File: src/sv/grl_pkg.sv
// Package: shared types and constants for the grid region labeling block.
`default_nettype none
package grl_pkg;
  localparam int MAX_SIDE_DEF = 128;
  localparam int LABEL_W = 14;
  localparam int CFG_IDX_W = 8;

  localparam logic [CFG_IDX_W-1:0] REG_WIDTH  = 8'd0;
  localparam logic [CFG_IDX_W-1:0] REG_HEIGHT = 8'd1;

  localparam logic CMD_LOAD = 1'b0;
  localparam logic CMD_READ = 1'b1;

  localparam logic [3:0] DOP_NONE      = 4'd0;
  localparam logic [3:0] DOP_LOAD      = 4'd1;
  localparam logic [3:0] DOP_READ      = 4'd2;
  localparam logic [3:0] DOP_CLEAR     = 4'd3;
  localparam logic [3:0] DOP_SCAN      = 4'd4;
  localparam logic [3:0] DOP_SEED      = 4'd5;
  localparam logic [3:0] DOP_POP       = 4'd6;
  localparam logic [3:0] DOP_NBR_ADDR  = 4'd7;
  localparam logic [3:0] DOP_NBR_TEST  = 4'd8;
  localparam logic [3:0] DOP_FINISH    = 4'd9;
  localparam logic [3:0] DOP_CFG       = 4'd10;

  typedef struct packed {
    logic [3:0] op;
  } grl_cmd_t;

  typedef struct packed {
    logic load_done;     // last cell stored
    logic clear_done;
    logic scan_done;
    logic scan_seed;     // current scan cell starts a region
    logic stack_empty;
    logic nbr_last;      // last neighbour offset
    logic labeled;
  } grl_stat_t;
endpackage
`default_nettype wire

File: src/sv/grl_ctrl.sv
// Controller: sequences loads, reads, label clearing and flood fill.
`default_nettype none
module grl_ctrl
  import grl_pkg::*;
(
  input  wire logic      clk,
  input  wire logic      rst,
  input  wire logic      in_valid,
  output logic           in_ready,
  input  wire logic      command,
  output logic           out_valid,
  input  wire logic      out_ready,
  input  wire logic      cfg_valid,
  output logic           cfg_ready,
  input  grl_stat_t      stat,
  output grl_cmd_t       cmd
);
  localparam logic [3:0] S_IDLE  = 4'd0;
  localparam logic [3:0] S_READ  = 4'd1;
  localparam logic [3:0] S_CLEAR = 4'd2;
  localparam logic [3:0] S_SCAN  = 4'd3;
  localparam logic [3:0] S_POP   = 4'd4;
  localparam logic [3:0] S_NADDR = 4'd5;
  localparam logic [3:0] S_NTEST = 4'd6;
  localparam logic [3:0] S_SWAIT = 4'd7;
  localparam logic [3:0] S_PWAIT = 4'd8;

  logic [3:0] state, state_next;
  logic out_valid_next;
  logic take_in;

  assign in_ready  = (state == S_IDLE) && !out_valid;
  assign cfg_ready = (state == S_IDLE) && !in_valid && !out_valid;
  assign take_in   = in_valid && in_ready;

  always_comb begin
    state_next     = state;
    out_valid_next = out_valid && !out_ready;
    cmd.op         = DOP_NONE;
    unique case (state)
      S_IDLE: begin
        if (cfg_valid && cfg_ready) begin
          cmd.op = DOP_CFG;
        end else if (take_in) begin
          if (command == CMD_LOAD) begin
            cmd.op = DOP_LOAD;
            if (stat.load_done) state_next = S_CLEAR;
            else out_valid_next = 1'b1;
          end else begin
            cmd.op = DOP_READ;
            state_next = S_READ;
          end
        end
      end
      S_READ: begin
        out_valid_next = 1'b1;
        state_next = S_IDLE;
      end
      S_CLEAR: begin
        cmd.op = DOP_CLEAR;
        if (stat.clear_done) state_next = S_SWAIT;
      end
      S_SWAIT: begin
        // wait for the scan cell's registered reads
        state_next = S_SCAN;
      end
      S_SCAN: begin
        if (stat.scan_done) begin
          cmd.op = DOP_FINISH;
          out_valid_next = 1'b1;
          state_next = S_IDLE;
        end else if (stat.scan_seed) begin
          cmd.op = DOP_SEED;
          state_next = S_PWAIT;
        end else begin
          cmd.op = DOP_SCAN;
          state_next = S_SWAIT;
        end
      end
      S_PWAIT: begin
        // wait for the registered stack top
        state_next = S_POP;
      end
      S_POP: begin
        if (stat.stack_empty) begin
          cmd.op = DOP_SCAN;
          state_next = S_SWAIT;
        end else begin
          cmd.op = DOP_POP;
          state_next = S_NADDR;
        end
      end
      S_NADDR: begin
        cmd.op = DOP_NBR_ADDR;
        state_next = S_NTEST;
      end
      S_NTEST: begin
        cmd.op = DOP_NBR_TEST;
        state_next = stat.nbr_last ? S_PWAIT : S_NADDR;
      end
      default: state_next = S_IDLE;
    endcase
  end

  always_ff @(posedge clk) begin
    if (rst) begin
      state <= S_IDLE;
      out_valid <= 1'b0;
    end else begin
      state <= state_next;
      out_valid <= out_valid_next;
    end
  end
endmodule
`default_nettype wire

File: config.mk
export PLATFORM = sky130hd
export DESIGN_NAME = grl_ctrl
export DESIGN_NICKNAME = d
export VERILOG_FILES = /design/src/sv/grl_pkg.sv /design/src/sv/grl_ctrl.sv
export SDC_FILE = /design/constraint.sdc
export NUM_CORES = 1
export LEC_CHECK = 0
export BUFFER_PORTS_ARGS = -buffer_cell sky130_fd_sc_hd__buf_4
export CORE_AREA = 5 5 42 44
export CTS_BUF_LIST = sky130_fd_sc_hd__clkbuf_8 sky130_fd_sc_hd__clkbuf_16
export DETAILED_ROUTE_END_ITERATION = 16
export DIE_AREA = 0 0 47 49
export PLACE_DENSITY = 0.67
export SETUP_SLACK_MARGIN = 0.05
export SYNTH_ARGS = -nofsm -noshare
export SYNTH_HDL_FRONTEND = slang
export SYNTH_SLANG_ARGS = --single-unit
File: constraint.sdc
create_clock -name clk -period 4 [get_ports clk]
set_clock_uncertainty 0.15 [all_clocks]
set_input_delay 0.2 -clock clk [delete_from_list [all_inputs] [get_ports clk]]
set_output_delay 0.2 -clock clk [all_outputs]
set_load 0.005 [all_outputs]
==> flow_summary.json, run 1 <==
{
  "status": "finished, final reports clean",
  "synth_top_area_cell": "dfxtp_1",
  "dr_wl_met2_um": 606,
  "finalMaxSlewViolations": 0,
  "fp-row-count": 14,
  "critPathCaptureType": "output port",
  "insertion_delay_ns": 0.22,
  "syn_avg_cell_area_um2": 7.40,
  "required_ns": 3.65,
  "fin_util_pct": 49.0,
  "m1WireLength_um": 568,
  "io_pins": 20,
  "synthCells": 71,
  "hold_start": "rst",
  "cts_root_buf": "clkbuf_8",
  "setup.worst_path.start": "state[0]",
  "dp_cells": 100,
  "path_clk_slew_ns": 0.04,
  "period_needed_ns": 1.96,
  "post-route-drc-count": 0,
  "reg2reg_depth": 4,
  "cts_tree": "yes",
  "fmax_ghz": 0.511,
  "core-area_mm2": 0.00140,
  "gp_congestion": 0.834,
  "rsz0062_at_grt": "no",
  "grt-ovfl-total": 0,
  "yosysUniqueCellTypes": 34,
  "path_buf_inv": 2,
  "syn2layout_area_growth_pct": 30.7,
  "path_depth": 5,
  "grt.total_usage_pct": 11.6,
  "grt_pass1_vias": 493,
  "grt_pass1_wl_um": 2010,
  "nets": 102,
  "wl_met3_um": 87,
  "whs_path_depth": 2,
  "fin_crit_sh_pct": 49.0,
  "final.setup.tns_ns": 0,
  "cts_buffers": 3,
  "top_layer_used": "met4",
  "initial_core_util_pct": 37.5,
  "relSlewSlack_pct": 61.0,
  "antenna_left": 0,
  "max-cap-violations": 0,
  "power_density_mw_per_mm2": 344,
  "diodes": 0,
  "r2r_start": "state[2]",
  "h-tree-depth": 1,
  "wire_per_inst_um": 12.4,
  "dieHeight_um": 49,
  "routed_wl_um": 1290,
  "mostFrequentLayoutCell": "buf_4",
  "synth_top_cell_area_share_pct": 19.0,
  "synth_area_leaders": "dfxtp_1 (19%), nor2_1 (7.9%), o21ai_0 (6.7%), a21oi_1 (5.7%), a211oi_2 (4.8%)",
  "antenna_found_initial": 0,
  "portBuffers": 18,
  "dp_hpwl_um": 1000,
  "synth-seq-cells": 5,
  "ir_worst_vdd_mv": 0.195,
  "final_cell_mix": "buf_4 (18), nor2_1 (11), o21ai_0 (7)",
  "finalSetupViolations": 0,
  "drt_iter0_drc": 11,
  "cts_sinks": 5,
  "viasPerCell": 5.48,
  "post-cts-setup-buffers": 0,
  "crit_chain": "inv_2 > a211oi_1 > a21oi_1 > o22ai_1 > buf_4",
  "max_stage_delay_ns": 0.66,
  "cpLargestDelayFamily": "flip-flops",
  "path_max_fanout": 14,
  "arrival_ns": 1.61,
  "synthesis.area_um2": 526,
  "timing_hold_violations_final": 0,
  "post-route-worst-setup-slack_ns": 2.04,
  "die_area_mm2": 0.00230,
  "crit_type": "reg2out",
  "slowest_stage": "dfxtp_1",
  "syn-num-nets": 84,
  "post_cts_resized": 0,
  "vias": 570,
  "cts_buffer_depth": 2,
  "drive_above_1_share_pct": 34.1,
  "hold_path.class": "in2reg",
  "drtPass1Iterations": 4,
  "cts_hold_buf": 0,
  "die_x_um": 47,
  "tightestPinTransition_ns": 0.585,
  "power.leakage_nw": 0.283,
  "ys_warn_count": 0,
  "cp-start-kind": "flop",
  "grt_start_max_net_pins": 18,
  "final_cells": 104,
  "ys_seq_area_share_pct": 19.0,
  "detailedPlace.worstSlack_ns": 2.30
}
## synth_stat cells
cell      instances
nor3_1            3
mux2i_1           1
a211oi_1          1
nor3b_1           1
o21bai_1          1
nand2b_1          3
buf_2             2
o211ai_1          2
o21a_1            1
nor2_1           11
inv_1             4
and2b_1           1
buf_4             1
nand2_4           1
buf_6             2
a21oi_1           6
a22oi_1           1
o21ai_1           1
o22ai_1           1
a21o_1            1
o21ai_0           7
dfxtp_1           5
nor4b_2           1
a211oi_2          2
a221oi_2          1
nor2b_1           1
a21boi_0          1
nand3_1           2
inv_2             1
a31oi_1           1
nor4_2            1
o32ai_2           1
o311ai_0          1
nand2_1           1
## worst reg2reg max path, cell delays in order, from the launching register on
cell      delay [ns]
dfxtp_1         0.68
and2b_1         0.24
o21ai_0         0.09
a21o_1          0.21
a211oi_2        0.20
## layer usage
layer  global-route usage (%)  vias up
li1                         -      292
met1                     16.2      256
met4                     6.91        0
met3                     1.48        3
met2                     16.3       19
met5                        0        -
## path summary, 6_finish.rpt
path / endpoint / slack (ns)
worst max-delay path: cmd[1] / 2.04
worst min register to register: out_valid / 0.33
worst max register to register: state[1] / 2.36
worst min-delay path: state[1] / 0.02
## where the power goes
group          total [mW]  switching [mW]  internal (mW)
clock network      0.0923          0.0254         0.0669
registers          0.0653          0.0114         0.0539
logic              0.0784          0.0360         0.0425
total               0.236          0.0728          0.163
## final cells by class
type                    instances  area, µm²
multi-input cells              56        367
clock buffers                   3       41.3
fillers                       137        714
flip-flops and latches          5        100
inverters                       5       18.8
well taps                      16       20.0
clock inverters                 1       5.00
repair buffers                 18        135
## through the flow
stage | power, mW | area (µm²) | hold WS [ns]
final | 0.236 | 687 | 0.0169
after global routing | 0.256 | 687 | 0.0194
after CTS | 0.240 | 687 | 0.0149
after detailed placement | 0.145 | 641 | 0.250
after global placement | 0.144 | 641 | 0.251
after floorplan | 0.112 | 526 | 0.115
## registers in the layout (all words and copies together), names as in the netlist
register	cells
state	4
out_valid	1
## logic make-up after synthesis
logic type	after synthesis	synth area share, %
AND/OR/NAND/NOR	26	28.3
multiplexers	1	1.90
buffers and inverters	10	11.2
flip-flops	5	19.0
AO/OA/AOI/OAI	29	39.5
No activity file was read; power rests on OpenSTA's default activity.
==> inputs of run 2 (changes only) <==
clock period = 1.84 ns   (was 4 ns; I/O delays follow)
==> run 2 against run 1 <==
Net effect: via count rose by 4.4%; combinational power rose by 140%; register-to-register slack got worse by 2.0 ns; sequential share of layout area fell by 0.17 points; first-iteration DRC count rose by 36%; setup slack got worse by 1.9 ns; utilization rose by 4.3 points.
==> flow_summary.json, run 2 (synthesized netlist as in run 1, its figures left out) <==
{
  "p_seq_share_pct": 27.1,
  "grt_start_max_net_pins": 15,
  "diodes": 0,
  "power_density_mw_per_mm2": 700,
  "critPathCaptureType": "output port",
  "cp-start-kind": "flop",
  "die_x_um": 47,
  "syn2layout_area_growth_pct": 42.1,
  "timing_hold_violations_final": 0,
  "portBuffers": 18,
  "routed_wl_um": 1410,
  "io_pins": 20,
  "grt-ovfl-total": 0,
  "relSlewSlack_pct": 74.4,
  "cts_buffers": 3,
  "antenna_found_initial": 0,
  "core-area_mm2": 0.00140,
  "cts_tree": "yes",
  "max-cap-violations": 0,
  "fmax_ghz": 0.596,
  "die_area_mm2": 0.00230,
  "grt_pass1_wl_um": 2180,
  "p_total_uw": 523,
  "cts_root_buf": "clkbuf_8",
  "arrival_ns": 1.43,
  "switching_share_pct": 30.4,
  "insertion_delay_ns": 0.22,
  "largest_reg_flops": 4,
  "reg_top3": "state x4, out_valid x1",
  "drt_iter0_drc": 15,
  "viasPerCell": 5.46,
  "path_max_fanout": 14,
  "post-route-drc-count": 0,
  "hold_path.class": "in2reg",
  "pwr-share-comb_pct": 35.9,
  "grt_use_met1_pct": 17.6,
  "tightestPinTransition_ns": 0.379,
  "cts_sinks": 5,
  "wire_per_inst_um": 12.9,
  "dieHeight_um": 49,
  "required_ns": 1.60,
  "initial_core_util_pct": 37.5,
  "vias": 595,
  "pwr-share-clk_pct": 37.0,
  "final_cell_mix": "buf_4 (21), nor2_1 (11), o21ai_0 (7)",
  "p_sw_uw": 159,
  "grt_pass1_vias": 544,
  "ir_worst_vdd_mv": 0.525,
  "use_met2_pct": 17.4,
  "grt.busiest_layer": "met1",
  "power.leakage_nw": 0.316,
  "mostFrequentLayoutCell": "buf_4",
  "h-tree-depth": 1,
  "grt.total_usage_pct": 12.8,
  "cts_buffer_depth": 2,
  "rsz0062_at_grt": "no",
  "period_needed_ns": 1.68,
  "crit_type": "reg2out",
  "finalMaxSlewViolations": 0,
  "grtUsageMet3_pct": 1.48,
  "nets": 107,
  "drive_above_1_share_pct": 39.8,
  "final.setup.tns_ns": 0,
  "drtPass1Iterations": 4,
  "path_clk_slew_ns": 0.03,
  "regMostFlops": "state",
  "finalSetupViolations": 0,
  "gp_congestion": 0.847,
  "antenna_left": 0,
  "status": "finished, final reports clean",
  "internal_power_uw": 364,
  "dp_hpwl_um": 1050,
  "fin_crit_sh_pct": 91.1,
  "fp-row-count": 14
}
-- run 2: repair_timing --
action	CTS	global route
hold endpoints to repair	3	0
gates resized for setup	1	6
hold buffers	2	0
buffers inserted	0	0
endpoints found under the setup margin	1	3
-- run 2: layout make-up --
type / count / area (µm²)
sequential: 5 / 108
clock inverter: 1 / 3.75
tap: 16 / 20.0
multi-input combinational: 56 / 378
clock buffer: 3 / 41.3
inverter: 5 / 18.8
fill: 158 / 654
timing repair buffer: 23 / 178
-- run 2: critical path: stages (launching register included) --
cell and delay, ns:
dfxtp_4 0.38, nor4_4 0.29, nand2b_1 0.17, o32ai_2 0.22, buf_4 0.15
-- run 2: power groups by stage --
stage                     clock, mW  combinational [mW]  sequential, mW
final                         0.194               0.188           0.142
after global routing          0.214               0.208           0.144
after floorplan                   0               0.117           0.126
after global placement            0               0.178           0.140
after detailed placement          0               0.180           0.140
after CTS                     0.201               0.184           0.139
-- run 2: per-stage QoR --
stage / hold WS, ns / instances / setup WS, ns / util, % / instance area (µm²)
6_report: 0.0969 / 109 / 0.163 / 53.3 / 747
5_1_grt: 0.118 / 109 / 0.0672 / 53.3 / 747
4_1_cts: 0.0848 / 109 / 0.0510 / 52.1 / 729
3_5_place_dp: 0.145 / 103 / 0.268 / 47.3 / 663
3_3_place_gp: 0.142 / 103 / 0.277 / 47.3 / 663
2_1_floorplan: 0.00665 / 71 / 0.579 / - / 526
-- run 2: final timing paths --
path | slack [ns] | endpoint | start | cells after the start
setup reg to reg | 0.36 | state[1] | state[2] | 5
hold reg to reg | 0.33 | out_valid | out_valid | 2
hold / removal | 0.1 | state[3] | stat[1] | 3
setup / recovery | 0.16 | cmd[0] | state[1] | 4
-- run 2: routing by layer --
metal / part of all wire (%) / routed length, µm / vias up
met5: 0 / 0 / -
met2: 47 / 665 / 19
li1: - / - / 307
met4: 2.6 / 36 / 0
met1: 44 / 619 / 265
met3: 6.2 / 88 / 4
